===== src/rtl/core/ltcbb_pkg.sv =====
package ltcbb_pkg;

    localparam int ENTRIES = 16;
    localparam int IDX_W = $clog2(ENTRIES);
    localparam logic [35:0] BUDGET_RESET = 36'd67108864;
    localparam logic [35:0] BYTES_MAX = 36'hF_FFFF_FFFF;

    typedef enum logic [1:0] {
        KIND_HIT   = 2'd0,
        KIND_FILL  = 2'd1,
        KIND_EVICT = 2'd2
    } t_kind;

    typedef enum logic [2:0] {
        ST_IDLE,
        ST_SCAN,
        ST_DECIDE,
        ST_CHECK,
        ST_FILL
    } t_state;

    typedef struct packed {
        logic        is_dmabuf;
        logic [63:0] device_id;
        logic [63:0] inode_id;
        logic [63:0] pixel_addr;
        logic [13:0] buf_width;
        logic [13:0] buf_height;
        logic [17:0] row_stride;
        logic [31:0] plane_offset;
        logic [31:0] format_code;
        logic [63:0] layout_modifier;
        logic [31:0] content_serial;
    } t_in_beat;

    typedef struct packed {
        t_kind       result_kind;
        logic [3:0]  entry_index;
        logic        upload_needed;
        logic [35:0] resident_total;
        logic        last_result;
    } t_out_beat;

    // request as held during its lifetime, identity already forced by kind
    typedef struct packed {
        logic        dma;
        logic [63:0] dev;
        logic [63:0] ino;
        logic [63:0] addr;
        logic [13:0] w;
        logic [13:0] h;
        logic [17:0] st;
        logic [31:0] off;
        logic [31:0] fmt;
        logic [63:0] modif;
        logic [31:0] ser;
        logic [31:0] bytes;
    } t_req;

    typedef struct packed {
        logic             touch;
        logic             set_serial;
        logic             drop;
        logic             fill;
        logic [IDX_W-1:0] idx;
        logic [63:0]      stamp;
    } t_cmd;

    typedef struct packed {
        logic             vld;
        logic             hit_found;
        logic [IDX_W-1:0] hit_idx;
        logic             hit_upl;
        logic             free_found;
        logic [IDX_W-1:0] free_idx;
        logic             old_found;
        logic [IDX_W-1:0] old_idx;
        logic [63:0]      old_stamp;
        logic [31:0]      old_bytes;
    } t_tok;

endpackage


===== src/rtl/core/ltcbb_cell.sv =====
module ltcbb_cell (
    input  logic                      i_clk,
    input  logic                      i_rst_n,
    input  logic [ltcbb_pkg::IDX_W-1:0] i_idx,
    input  ltcbb_pkg::t_req           i_req,
    input  ltcbb_pkg::t_cmd           i_cmd,
    input  ltcbb_pkg::t_tok           i_tok,
    output ltcbb_pkg::t_tok           o_tok
);

    logic            r_valid;
    ltcbb_pkg::t_req r_ent;
    logic [63:0]     r_stamp;
    ltcbb_pkg::t_tok r_tok;
    ltcbb_pkg::t_tok n_tok;
    ltcbb_pkg::t_req fill_ent;
    logic            match;
    logic            sel;

    assign sel = (i_cmd.idx == i_idx);

    assign match = r_valid && r_ent.dma == i_req.dma && r_ent.dev == i_req.dev &&
                   r_ent.ino == i_req.ino && r_ent.addr == i_req.addr &&
                   r_ent.w == i_req.w && r_ent.h == i_req.h && r_ent.st == i_req.st &&
                   r_ent.off == i_req.off && r_ent.fmt == i_req.fmt &&
                   r_ent.modif == i_req.modif;

    // fold this entry into the travelling scan token
    always_comb begin
        n_tok = i_tok;
        if (!i_tok.hit_found && match) begin
            n_tok.hit_found = 1'b1;
            n_tok.hit_idx   = i_idx;
            n_tok.hit_upl   = !i_req.dma && (r_ent.ser != i_req.ser);
        end
        if (!r_valid && !i_tok.free_found) begin
            n_tok.free_found = 1'b1;
            n_tok.free_idx   = i_idx;
        end
        if (r_valid && (!i_tok.old_found || r_stamp < i_tok.old_stamp)) begin
            n_tok.old_found = 1'b1;
            n_tok.old_idx   = i_idx;
            n_tok.old_stamp = r_stamp;
            n_tok.old_bytes = r_ent.bytes;
        end
    end

    // dma buffers keep a zero serial
    always_comb begin
        fill_ent = i_req;
        if (i_req.dma) begin
            fill_ent.ser = '0;
        end
    end

    always_ff @(posedge i_clk) begin
        if (!i_rst_n) begin
            r_tok <= '0;
        end else begin
            r_tok <= n_tok;
        end
    end

    always_ff @(posedge i_clk) begin
        if (!i_rst_n) begin
            r_valid <= 1'b0;
        end else if (sel && i_cmd.drop) begin
            r_valid <= 1'b0;
        end else if (sel && i_cmd.fill) begin
            r_valid <= 1'b1;
        end
    end

    always_ff @(posedge i_clk) begin
        if (sel && i_cmd.fill) begin
            r_ent   <= fill_ent;
            r_stamp <= i_cmd.stamp;
        end else if (sel && i_cmd.touch) begin
            r_stamp <= i_cmd.stamp;
            if (i_cmd.set_serial) begin
                r_ent.ser <= i_req.ser;
            end
        end
    end

    assign o_tok = r_tok;

endmodule


===== config.mk =====
export PLATFORM = sky130hd
export DESIGN_NAME = ltcbb_cell
export DESIGN_NICKNAME = d
export VERILOG_FILES = /design/src/rtl/core/ltcbb_pkg.sv /design/src/rtl/core/ltcbb_cell.sv
export SDC_FILE = /design/constraint.sdc
export NUM_CORES = 1
export LEC_CHECK = 0
export ABC_AREA = 1
export BUFFER_PORTS_ARGS = -buffer_cell sky130_fd_sc_hd__buf_2
export CELL_PAD_IN_SITES_DETAIL_PLACEMENT = 1
export CELL_PAD_IN_SITES_GLOBAL_PLACEMENT = 1
export CORE_MARGIN = 3
export CORE_UTILIZATION = 40
export DETAILED_ROUTE_END_ITERATION = 16
export GPL_TIMING_DRIVEN = 0
export PLACE_DENSITY_LB_ADDON = 0.1
export SYNTH_ARGS = -nofsm -noshare
export SYNTH_HDL_FRONTEND = slang
export SYNTH_SLANG_ARGS = --single-unit

===== constraint.sdc =====
create_clock -name i_clk -period 27.7 [get_ports i_clk]
set_input_delay 4.155 -clock i_clk [delete_from_list [all_inputs] [get_ports i_clk]]
set_output_delay 4.155 -clock i_clk [all_outputs]
set_load 0.05 [all_outputs]

==> out/summary.txt <==
Status - completed
Synthesis-stage register bit count - 609
Reg-to-Reg Start - r_ent[334]
Port bufs - 733
Critical-path cell list - buf_2 -> xnor2_1 -> nand3_1 -> nor2_1 -> nand2_1 -> nor2_1 -> nand2_1 -> nor2_1 -> nand2_1 -> nor2_4 -> nand3_1 -> nand2_1 -> nor2_1
Die area - 0.0839 mm^2
Vias/cell - 4.99
Detailed Route Iter0 Violations - 2596
Family with the most delay on the worst path - simple AND/OR/NAND/NOR gates
R2r setup slk - 24.46 ns
Critical path peak fanout - 10
Yosys warning total - 0
Final Max Slew Viols - 0
Share of layout cells above drive strength 1 - 19.9%
Crit path buf inv count - 1
Yosys cell types - 39
CTS resizes - 0
Leakage - 20.3 nW
Synth Instances - 3994
Hold depth - 4
Post-Syn Nets - 4679
HP Class - reg -> reg
Hold endpoint - o_tok[30]
CP max stage delay - 0.76 ns
Worst Max-Slew Pin Slew - 0.967 ns
DRC - 0
FP Rows - 103
Final WL - 140000 um
Detail Route Antenna Nets - 0
Hold Fails Final Rpt - 0
Pin count of the biggest net entering global routing - 33
Period utilisation layout - 23.4%
Post-synth top flop - edfxtp_1
Die Ht - 290 um
Vias in the first global route - 30300
Avg Synthesized Cell Area - 8.06 um^2
Final min period - 6.49 ns
Highest Clock Rate - 154 MHz
Seq/Total Area, Yosys - 53.3%
Fillers - 10000
Maximum vdd ir drop - 0.0565 mV
Setup WS pre-CTS - 20.76 ns
Worst reg2reg endpoint - o_tok[106]
DRT Pass-1 Iters - 5
Final setup viols - 0
Global-route wire length before repair - 194000 um
Avg WL per Cell - 23.3 um
Fin worst setup slack - 21.21 ns
Root buf cell - clkbuf_16
Htree depth - 3
CTS tree - done
CTS Buffer Depth - 3
Remaining global-route overflow - 0
Crit end category - register
Initial antenna violation count - 100
Final GP Congestion - 0.941
Dpl hpwl - 116000 um
IO Pins - 735
Req. time, crit path - 28.21 ns
Clock Skew - 0.0305 ns
Crit-path slowest cell - xnor2_1
WP data arrival - 7.00 ns
Max Cap Viol - 0
Clk sink count - 609
Initial core utilization - 40.5%
Final hold slack - 0.572 ns
Final nets - 5505
Power Dens Cells - 58.2 mW/mm^2
Gr usage total - 32.1%
Post-CTS Setup Inserts - 0
Startpoint types - input port
Synth async-reset ratio - 0%
Min-delay src - r_ent[30]
Via count - 30000
Post-synth EDFFs - 495
TNS Setup - 0 ns
Core area - 0.0794 mm^2
Netlist area before placement - 0.0322 mm^2
Depth of the most critical reg-to-reg path - 12
Layout area overhead - 24.5%
Clock slew at reported path FFs - 0.05 ns
WS Path Type - in -> reg
Clock insertion delay at the later pin of the skew report - 0.63 ns
# hold bufs at CTS - 0
Die width - 290 um
RSZ-0062 raised after global routing - no
CTS buffer count - 74
Slew Limit Headroom - 35.1%
power by group:
part / total, W / internal, W / switching [W] / leakage, nW
clock network: 0.000955 / 0.000540 / 0.000415 / 1.13
logic: 0.000330 / 0.000105 / 0.000226 / 13.7
registers: 0.00105 / 0.00103 / 0.0000174 / 5.42
final cells by class:
| type | count | area [um^2] | area share [%] |
|---|---|---|---|
| Antenna cell | 84 | 210 | 0.525 |
| Sequential cell | 609 | 17100 | 42.8 |
| Timing Repair Buffer | 750 | 4030 | 10.1 |
| Multi-Input combinational cell | 2555 | 11800 | 29.4 |
| Inverter | 770 | 2890 | 7.22 |
| Buffer | 60 | 390 | 0.975 |
| Clock inverter | 35 | 264 | 0.659 |
| Clock buffer | 102 | 2050 | 5.12 |
| Tap cell | 1050 | 1310 | 3.28 |
metal layers:
metal / GRT usage, % / part of all wire (%) / up-vias / routed length [um]
met5: 0 / 0.16 / - / 230
met4: 14.1 / 4.3 / 36 / 6090
met3: 7.16 / 8.1 / 292 / 11400
met2: 50.6 / 46 / 1077 / 64600
met1: 42.5 / 41 / 14500 / 57800
li1: - / - / 14100 / -
cell families (layout without fill, tap and decap cells):
logic type | after synthesis | after routing | share of synthesized area [%]
buffers and inverters | 830 | 1717 | 10.2
adder cells (fa/ha/maj) | 63 | 63 | 2.45
other | 0 | 84 | 0
XOR/XNOR | 120 | 120 | 3.27
flip-flops | 609 | 609 | 53.3
AO/OA/AOI/OAI | 205 | 205 | 3.24
AND/OR/NAND/NOR | 2167 | 2167 | 27.5
synthesized netlist by cell type, types with 2 or more instances:
cell type | number | area (um^2)
a31oi_1 | 2 | 12.5
o21ai_0 | 59 | 295
buf_1 | 9 | 33.8
nor2_1 | 583 | 2190
inv_1 | 768 | 2880
ha_1 | 63 | 788
nor2b_1 | 2 | 12.5
xor2_1 | 63 | 552
nand4_1 | 48 | 300
nand2_1 | 1330 | 4990
nor4_1 | 9 | 56.3
nand3b_1 | 8 | 60.1
buf_4 | 4 | 30.0
xnor2_1 | 57 | 499
nand3_2 | 50 | 500
nor4_2 | 2 | 25.0
o21a_1 | 3 | 22.5
buf_2 | 12 | 60.1
clkbuf_1 | 17 | 63.8
or2_2 | 23 | 144
a21oi_1 | 137 | 686
nand3_1 | 83 | 415
dfxtp_1 | 114 | 2280
edfxtp_1 | 495 | 14900
nor3_1 | 22 | 110
buf_6 | 18 | 203
cell usage in the layout (no fill, tap or decap), types with 18 or more instances in the layout:
| master | synthesis | routed |
|---|---|---|
| nor2_1 | 583 | 581 |
| inv_1 | 768 | 768 |
| nand3_1 | 83 | 83 |
| nand3_2 | 50 | 50 |
| ha_1 | 63 | 63 |
| a21oi_1 | 137 | 137 |
| nor3_1 | 22 | 22 |
| edfxtp_1 | 495 | 495 |
| o21ai_0 | 59 | 59 |
| clkbuf_16 | 0 | 76 |
| xnor2_1 | 57 | 57 |
| dfxtp_1 | 114 | 114 |
| buf_6 | 18 | 18 |
| xor2_1 | 63 | 63 |
| or2_2 | 23 | 23 |
| nand2_1 | 1330 | 1330 |
| diode_2 | 0 | 84 |
| nand4_1 | 48 | 48 |
| buf_2 | 12 | 745 |
| clkbuf_1 | 17 | 38 |
stage by stage:
| step | instances | utilization (%) | power [W] | instance area, um^2 |
|---|---|---|---|---|
| 3_3_place_gp | 5777 | 46.8 | 0.00139 | 37200 |
| 2_1_floorplan | 3994 | - | 0.00124 | 32200 |
| 4_1_cts | 5931 | 50.2 | 0.00234 | 39800 |
| 6_report | 6015 | 50.5 | 0.00233 | 40100 |
| 5_1_grt | 5984 | 50.4 | 0.00241 | 40000 |
| 3_5_place_dp | 5794 | 47.3 | 0.00139 | 37500 |
tightest hold or removal path: cells and delay by family (launching register included):
family,cells,cell delay [ns]
AND/OR/NAND/NOR,3,0.17
buffers and inverters,1,0.05
flip-flops,1,0.32
sequential cells by signal, indices dropped and copies added, names as in the netlist:
name,count
r_stamp,64
r_ent,431
r_valid,1
o_tok,113
worst max-delay path by stage:
stage,from,end,slack [ns],cells after the start
finish,i_req[334],o_tok[106],21.21,13
global route,i_idx[1],r_ent[63],21.29,7
CTS,i_req[334],o_tok[106],21.41,13
detailed placement,i_req[334],o_tok[106],20.76,13
global placement,i_idx[1],r_ent[46],-5.48,9
floorplan,i_idx[1],r_ent[33],5.19,8
No activity file was read; power rests on OpenSTA's default activity.
